File: src/bgryuv_pkg.sv
`default_nettype none

package bgryuv_pkg;

  localparam int unsigned PIX_W      = 8;
  localparam int unsigned ADDR_W     = 25;
  localparam int unsigned SIZE_W     = 13;
  localparam int unsigned STRIDE_W   = 14;
  localparam int unsigned CFG_DATA_W = 14;
  localparam int unsigned CFG_IDX_W  = 3;
  // wide enough for any clamped size up to the largest frame dimension
  localparam int unsigned DIM_W      = 15;
  // colour sums, kept non-negative by the bias so modular arithmetic is exact
  localparam int unsigned SUM_W      = 18;

  typedef enum logic [CFG_IDX_W-1:0] {
    REG_ROW_PIXELS  = 3'd0,
    REG_FRAME_ROWS  = 3'd1,
    REG_LUMA_STRIDE = 3'd2,
    REG_U_STRIDE    = 3'd3,
    REG_V_STRIDE    = 3'd4
  } cfg_reg_t;

  localparam logic [SIZE_W-1:0]   RST_ROW_PIXELS  = 13'd640;
  localparam logic [SIZE_W-1:0]   RST_FRAME_ROWS  = 13'd480;
  localparam logic [STRIDE_W-1:0] RST_LUMA_STRIDE = 14'd640;
  localparam logic [STRIDE_W-1:0] RST_U_STRIDE    = 14'd320;
  localparam logic [STRIDE_W-1:0] RST_V_STRIDE    = 14'd320;

  // BT.601 integer coefficients (magnitudes; signs applied in the datapath)
  localparam logic [SUM_W-1:0] Y_R  = 18'd66;
  localparam logic [SUM_W-1:0] Y_G  = 18'd129;
  localparam logic [SUM_W-1:0] Y_B  = 18'd25;
  localparam logic [SUM_W-1:0] U_R  = 18'd38;
  localparam logic [SUM_W-1:0] U_G  = 18'd74;
  localparam logic [SUM_W-1:0] U_B  = 18'd112;
  localparam logic [SUM_W-1:0] V_R  = 18'd112;
  localparam logic [SUM_W-1:0] V_G  = 18'd94;
  localparam logic [SUM_W-1:0] V_B  = 18'd18;
  localparam logic [SUM_W-1:0] ROUND       = 18'd128;
  localparam logic [SUM_W-1:0] CHROMA_BIAS = 18'd32896;  // rounding plus 128 << 8
  localparam logic [PIX_W-1:0] LUMA_OFFSET = 8'd16;

  typedef enum logic {
    PLANE_U = 1'b0,
    PLANE_V = 1'b1
  } plane_t;

endpackage

`default_nettype wire

File: src/bgr_to_yuv420_planar_writer_unit.sv
`default_nettype none

// channel  | handshake            | payload
// ---------+----------------------+------------------------------
// pixel in | in_valid / in_ready  | blue, green, red
// result   | out_valid / out_ready| luma_*, chroma_*, frame_end
// config   | cfg_wr_en            | cfg_index, cfg_data
//
// One pixel per clock sustained while out_ready stays high; each accepted transfer
// passes through the input register, then the result register.
// Raster counters advance at input acceptance; strides are read in stage two.
// A stalled result register holds stage one, which in turn drops in_ready.
// Synchronous reset clears valids, counters and loads the default frame setup.
module bgr_to_yuv420_planar_writer_unit #(
  parameter int unsigned MAX_WIDTH  = 4096,
  parameter int unsigned MAX_HEIGHT = 4096
) (
  input  logic                              clk,
  input  logic                              rst,
  input  logic                              in_valid,
  output logic                              in_ready,
  input  logic [bgryuv_pkg::PIX_W-1:0]      blue,
  input  logic [bgryuv_pkg::PIX_W-1:0]      green,
  input  logic [bgryuv_pkg::PIX_W-1:0]      red,
  output logic                              out_valid,
  input  logic                              out_ready,
  output logic [bgryuv_pkg::PIX_W-1:0]      luma_value,
  output logic [bgryuv_pkg::ADDR_W-1:0]     luma_address,
  output logic                              chroma_write,
  output logic                              chroma_plane,
  output logic [bgryuv_pkg::PIX_W-1:0]      chroma_value,
  output logic [bgryuv_pkg::ADDR_W-1:0]     chroma_address,
  output logic                              frame_end,
  input  logic                              cfg_wr_en,
  input  logic [bgryuv_pkg::CFG_IDX_W-1:0]  cfg_index,
  input  logic [bgryuv_pkg::CFG_DATA_W-1:0] cfg_data
);
  import bgryuv_pkg::*;

  localparam int unsigned COL_W = $clog2(MAX_WIDTH);
  localparam int unsigned ROW_W = $clog2(MAX_HEIGHT);

  logic [SIZE_W-1:0]   row_pixels;
  logic [SIZE_W-1:0]   frame_rows;
  logic [STRIDE_W-1:0] luma_stride;
  logic [STRIDE_W-1:0] u_stride;
  logic [STRIDE_W-1:0] v_stride;

  logic [COL_W-1:0] column_count, column_count_next;
  logic [ROW_W-1:0] row_count, row_count_next;

  logic             s1_valid;
  logic [PIX_W-1:0] s1_blue, s1_green, s1_red;
  logic [COL_W-1:0] s1_col;
  logic [ROW_W-1:0] s1_row;
  logic             s1_last;

  logic in_xfer, s1_adv;

  logic [DIM_W-1:0] width_eff, height_eff;
  logic [DIM_W-1:0] col_inc, row_inc;
  logic             col_wrap, row_wrap;

  logic [SUM_W-1:0]    b_ext, g_ext, r_ext;
  logic [SUM_W-1:0]    y_sum, u_sum, v_sum;
  logic [PIX_W-1:0]    y_val, c_val;
  logic [STRIDE_W-1:0] c_stride;
  logic [ADDR_W-1:0]   l_addr, c_addr;
  logic                even_col;

  // configuration
  always_ff @(posedge clk) begin
    if (rst) begin
      row_pixels  <= RST_ROW_PIXELS;
      frame_rows  <= RST_FRAME_ROWS;
      luma_stride <= RST_LUMA_STRIDE;
      u_stride    <= RST_U_STRIDE;
      v_stride    <= RST_V_STRIDE;
    end else if (cfg_wr_en) begin
      case (cfg_index)
        REG_ROW_PIXELS:  row_pixels  <= cfg_data[SIZE_W-1:0];
        REG_FRAME_ROWS:  frame_rows  <= cfg_data[SIZE_W-1:0];
        REG_LUMA_STRIDE: luma_stride <= cfg_data[STRIDE_W-1:0];
        REG_U_STRIDE:    u_stride    <= cfg_data[STRIDE_W-1:0];
        REG_V_STRIDE:    v_stride    <= cfg_data[STRIDE_W-1:0];
        default: ;
      endcase
    end
  end

  // handshake
  assign s1_adv   = s1_valid && (!out_valid || out_ready);
  assign in_ready = !s1_valid || s1_adv;
  assign in_xfer  = in_valid && in_ready;

  // raster position
  always_comb begin
    if (row_pixels == '0) begin
      width_eff = DIM_W'(1);
    end else if (DIM_W'(row_pixels) > DIM_W'(MAX_WIDTH)) begin
      width_eff = DIM_W'(MAX_WIDTH);
    end else begin
      width_eff = DIM_W'(row_pixels);
    end
    if (frame_rows == '0) begin
      height_eff = DIM_W'(1);
    end else if (DIM_W'(frame_rows) > DIM_W'(MAX_HEIGHT)) begin
      height_eff = DIM_W'(MAX_HEIGHT);
    end else begin
      height_eff = DIM_W'(frame_rows);
    end
    col_inc  = DIM_W'(column_count) + DIM_W'(1);
    row_inc  = DIM_W'(row_count) + DIM_W'(1);
    col_wrap = col_inc >= width_eff;
    row_wrap = row_inc >= height_eff;
    column_count_next = col_wrap ? '0 : col_inc[COL_W-1:0];
    if (!col_wrap) begin
      row_count_next = row_count;
    end else begin
      row_count_next = row_wrap ? '0 : row_inc[ROW_W-1:0];
    end
  end

  always_ff @(posedge clk) begin
    if (rst) begin
      column_count <= '0;
      row_count    <= '0;
    end else if (in_xfer) begin
      column_count <= column_count_next;
      row_count    <= row_count_next;
    end
  end

  // input register
  always_ff @(posedge clk) begin
    if (rst) begin
      s1_valid <= 1'b0;
    end else if (in_xfer) begin
      s1_valid <= 1'b1;
    end else if (s1_adv) begin
      s1_valid <= 1'b0;
    end
  end

  always_ff @(posedge clk) begin
    if (in_xfer) begin
      s1_blue  <= blue;
      s1_green <= green;
      s1_red   <= red;
      s1_col   <= column_count;
      s1_row   <= row_count;
      s1_last  <= col_wrap && row_wrap;
    end
  end

  // colour conversion and addressing
  always_comb begin
    b_ext = SUM_W'(s1_blue);
    g_ext = SUM_W'(s1_green);
    r_ext = SUM_W'(s1_red);
    y_sum = Y_R * r_ext + Y_G * g_ext + Y_B * b_ext + ROUND;
    u_sum = U_B * b_ext - U_R * r_ext - U_G * g_ext + CHROMA_BIAS;
    v_sum = V_R * r_ext - V_G * g_ext - V_B * b_ext + CHROMA_BIAS;
    y_val = y_sum[15:8] + LUMA_OFFSET;
    c_val = s1_row[0] ? v_sum[15:8] : u_sum[15:8];
    c_stride = s1_row[0] ? v_stride : u_stride;
    even_col = !s1_col[0];
    l_addr = ADDR_W'(s1_row) * ADDR_W'(luma_stride) + ADDR_W'(s1_col);
    c_addr = ADDR_W'(s1_row >> 1) * ADDR_W'(c_stride) + ADDR_W'(s1_col >> 1);
  end

  // result register
  always_ff @(posedge clk) begin
    if (rst) begin
      out_valid <= 1'b0;
    end else if (s1_adv) begin
      out_valid <= 1'b1;
    end else if (out_ready) begin
      out_valid <= 1'b0;
    end
  end

  always_ff @(posedge clk) begin
    if (s1_adv) begin
      luma_value     <= y_val;
      luma_address   <= l_addr;
      chroma_write   <= even_col;
      chroma_plane   <= even_col && s1_row[0] ? PLANE_V : PLANE_U;
      chroma_value   <= even_col ? c_val : '0;
      chroma_address <= even_col ? c_addr : '0;
      frame_end      <= s1_last;
    end
  end

  // checks
  a_frame_wrap: assert property (@(posedge clk) disable iff (rst)
    in_xfer && col_wrap && row_wrap |=> column_count == '0 && row_count == '0)
    else $error("counters did not wrap at frame end");

  a_s1_hold: assert property (@(posedge clk) disable iff (rst)
    s1_valid && out_valid && !out_ready |=> s1_valid)
    else $error("stage one dropped while result stalled");

  a_odd_col: assert property (@(posedge clk) disable iff (rst)
    out_valid && !chroma_write |-> chroma_value == '0 && chroma_address == '0
      && chroma_plane == PLANE_U)
    else $error("chroma fields set on odd column");

endmodule

`default_nettype wire
File: config.mk
export PLATFORM = sky130hd
export DESIGN_NAME = bgr_to_yuv420_planar_writer_unit
export DESIGN_NICKNAME = d
export VERILOG_FILES = /design/src/bgryuv_pkg.sv /design/src/bgr_to_yuv420_planar_writer_unit.sv
export SDC_FILE = /design/constraint.sdc
export NUM_CORES = 2
export LEC_CHECK = 0
export ABC_AREA = 1
export BUFFER_PORTS_ARGS = -buffer_cell sky130_fd_sc_hd__buf_2
export CORE_ASPECT_RATIO = 1.5
export CORE_MARGIN = 3
export CORE_UTILIZATION = 30
export DETAILED_ROUTE_END_ITERATION = 8
export PLACE_DENSITY_LB_ADDON = 0.15
export SYNTH_ARGS = -nofsm -noshare
export SYNTH_HDL_FRONTEND = slang
export SYNTH_SLANG_ARGS = --single-unit
File: constraint.sdc
create_clock -name clk -period 6.55 [get_ports clk]
set_clock_uncertainty 0.15 [all_clocks]
set_input_delay 1.31 -clock clk [delete_from_list [all_inputs] [get_ports clk]]
set_output_delay 1.31 -clock clk [all_outputs]
set_load 0.02 [all_outputs]
==> results.cfg <==
[sta]
slew_headroom_pct = 38.1
grt_setup_unrepaired = no
report.final.slew_viol_count = 0
final_hold_viol_count = 0
worst_pin_slew_ns = 0.924
clock.fmax_mhz = 168
finalCritPeriodShare_pct = 90.7
fin_crit_ns = 5.94
setup_tns_ns = 0
fin_ws_ns = 0.610
finalSetupViolCount = 0

[logic_synthesis]
synth_top_area_share_pct = 23.9
netlist_area_um2 = 28100
ys_types = 47
yosysTopAreaCell = fa_1
avgSynthCellArea_um2 = 8.06
synthTopCellsByCount = 766 x inv_1, 711 x nand2_1, 391 x ha_1, 335 x fa_1, 322 x nor2_1
ys_seq_area_share_pct = 19.3
syn_nets = 4260
synth_ff_type = edfxtp_1
synth_most_common_cell = inv_1
ys_seq_elements = 212
synthArstFlopShare_pct = 0
synthTopCellsByArea = fa_1 24%, ha_1 17%, edfxtp_1 13%
syn-instance-count = 3488
synth-edff-count = 118
yosysWarnings = 0

[power_and_ir_drop]
power.leakage_nw = 16.5
irDropWorstVdd_uv = 281
power.density_nw_per_um2 = 348
p_comb_share_pct = 69.5
pwr-share-seq_pct = 16.6
power_frac_clock_pct = 14.0
power.internal_mw = 5.24
switching_share_pct = 51.7
p_sw_mw = 5.61
power_mw = 10.8

[clocking]
insertion_delay_ns = 0.60
path_clk_slew_ns = 0.06
cts.sinks = 212
clock_path_buffers = 3
numCtsBuffers = 28
postCtsHoldBufs = 0
cts.htree.levels = 1
cts_root_buf = clkbuf_16
cts_resized = 0
cts_tree = built
cts_setup_buffers = 0

[place]
portBuffers = 116
place.gp.congestion = 0.839
pre_cts_ws_ns = 0.579
hpwl_um = 68900
dpl_cell_area_um2 = 30300

[routing]
drc = 0
drt_pre_antenna_iters = 5
vias = 21900
routed_wl_um = 82500
via_per_inst = 4.50
detail_route.wl_per_cell_um = 16.9
drt_iter0_markers = 837
postRouteAntennaNets = 0

[cells_and_area]
diodes = 0
final_util_pct = 33.8
post-route-cell-area_um2 = 31200
area_delta_synth_final_pct = 11.0
fin_nets = 4379
nFillCells = 9959
drive_gt1_share_pct = 7.58

[floorplan]
die_h_um = 381
dieArea_um2 = 97500
io_pins = 117
rows = 136
initial_core_util_pct = 30.5
core-area_um2 = 92200
die_w_um = 256

[grt]
grt_pass1_wl_um = 132000
grt_overflow_total = 0
grt_pass1_vias = 23500
grt_use_total_pct = 17.2
antenna_found_initial = 0
grt_max_degree = 71

[worst_setup_path]
cp_data_arrival_time_ns = 6.12
cp_max_fo = 6
start_kind = flip-flop
worstSetupPathType = flip-flop to flip-flop
end_kind = flip-flop
worst_ep_required_time_ns = 6.73

[hold_path]
hp-class = flip-flop to flip-flop

[run]
maxCapViolations = 0

[status]
outcome = finished clean
-- final cells by class --
type                            count  area (um^2)  share of cell area, %
Clock buffer                       34          764                   2.45
Tap cell                         1242         1550                   4.98
Inverter                          801         3010                   9.64
Timing Repair Buffer              161          918                   2.94
Sequential cell                   212         5430                   17.4
Multi-Input combinational cell   2403        19400                   62.2
Clock inverter                     18          126                  0.405
-- per-layer routing --
metal	routed length, um	GRT usage [%]	vias to the layer above
met3	1630	1.23	86
met1	32500	18.8	10600
met4	2120	4.41	0
met2	46300	35.1	256
li1	-	-	11000
met5	0	0	-
-- logic make-up after synthesis --
| group | Yosys count | synth area share (%) |
|---|---|---|
| flops | 212 | 19.3 |
| buf+inv | 873 | 11.7 |
| xor+xnor | 95 | 2.99 |
| simple gates | 1253 | 18.3 |
| fa+ha+maj | 726 | 41.3 |
| compound gates | 329 | 6.43 |
-- worst max-delay path, cell delays in order, from the launching register on --
cell	delay, ns
edfxtp_1	0.47
inv_1	0.28
fa_1	0.49
fa_1	0.47
fa_1	0.55
inv_1	0.04
ha_1	0.36
a21oi_1	0.21
o21ai_1	0.10
a21oi_1	0.22
nor2_1	0.07
nor2_1	0.11
xor2_1	0.10
fa_1	0.54
inv_1	0.04
ha_1	0.28
ha_1	0.40
nand2_1	0.12
nor3_1	0.20
and2_1	0.16
nand2_1	0.06
nand2_1	0.06
nand2_1	0.04
nand3_1	0.06
a21oi_1	0.08
-- cells in the final DEF (no fill, tap or decap), types with 9 or more instances in the layout --
master / n
inv_1: 766
xor2_1: 59
buf_4: 45
ha_1: 391
nand2_1: 711
nand3_1: 123
buf_2: 116
nor3_1: 22
o21a_1: 11
nand4_1: 19
clkinv_1: 9
a21oi_1: 156
o21ai_2: 11
or2_1: 13
clkbuf_16: 29
dfxtp_1: 94
inv_2: 28
a31oi_1: 11
o21ai_0: 88
o21ai_1: 24
nor2_1: 322
edfxtp_1: 118
o21bai_1: 11
fa_1: 335
xnor2_1: 35
-- path summary, 6_finish.rpt --
check                          to  cells past startpoint   startpoint  slack (ns)
setup / recovery  chroma_value[7]                     24  s1_green[5]        0.61
hold / removal        u_stride[2]                      2  u_stride[2]        0.32
setup reg to reg  chroma_value[7]                     24  s1_green[5]        0.61
hold reg to reg       u_stride[2]                      2  u_stride[2]        0.32
-- metrics by stage --
step | instances | hold WS [ns]
6_report | 4871 | 0.317
5_1_grt | 4871 | 0.344
4_1_cts | 4871 | 0.317
3_5_place_dp | 4819 | 0.282
3_3_place_gp | 4819 | 0.298
2_1_floorplan | 3488 | 0.250
-- power by group through the flow --
| stage | clock network [mW] | registers [mW] | logic [mW] |
|---|---|---|---|
| 2_1_floorplan | 0 | 1.91 | 5.47 |
| 3_3_place_gp | 0 | 1.84 | 7.69 |
| 3_5_place_dp | 0 | 1.83 | 7.65 |
| 4_1_cts | 1.60 | 1.80 | 7.70 |
| 5_1_grt | 1.62 | 1.81 | 8.75 |
| 6_report | 1.52 | 1.80 | 7.54 |
-- registers in the layout, indices dropped and copies added, names as in the netlist, 13 cells and up --
| signal | count |
|---|---|
| frame_rows | 13 |
| u_stride | 14 |
| chroma_address | 25 |
| luma_stride | 14 |
| row_pixels | 13 |
| luma_address | 25 |
| v_stride | 14 |
Power figures use the tool's default switching activity.
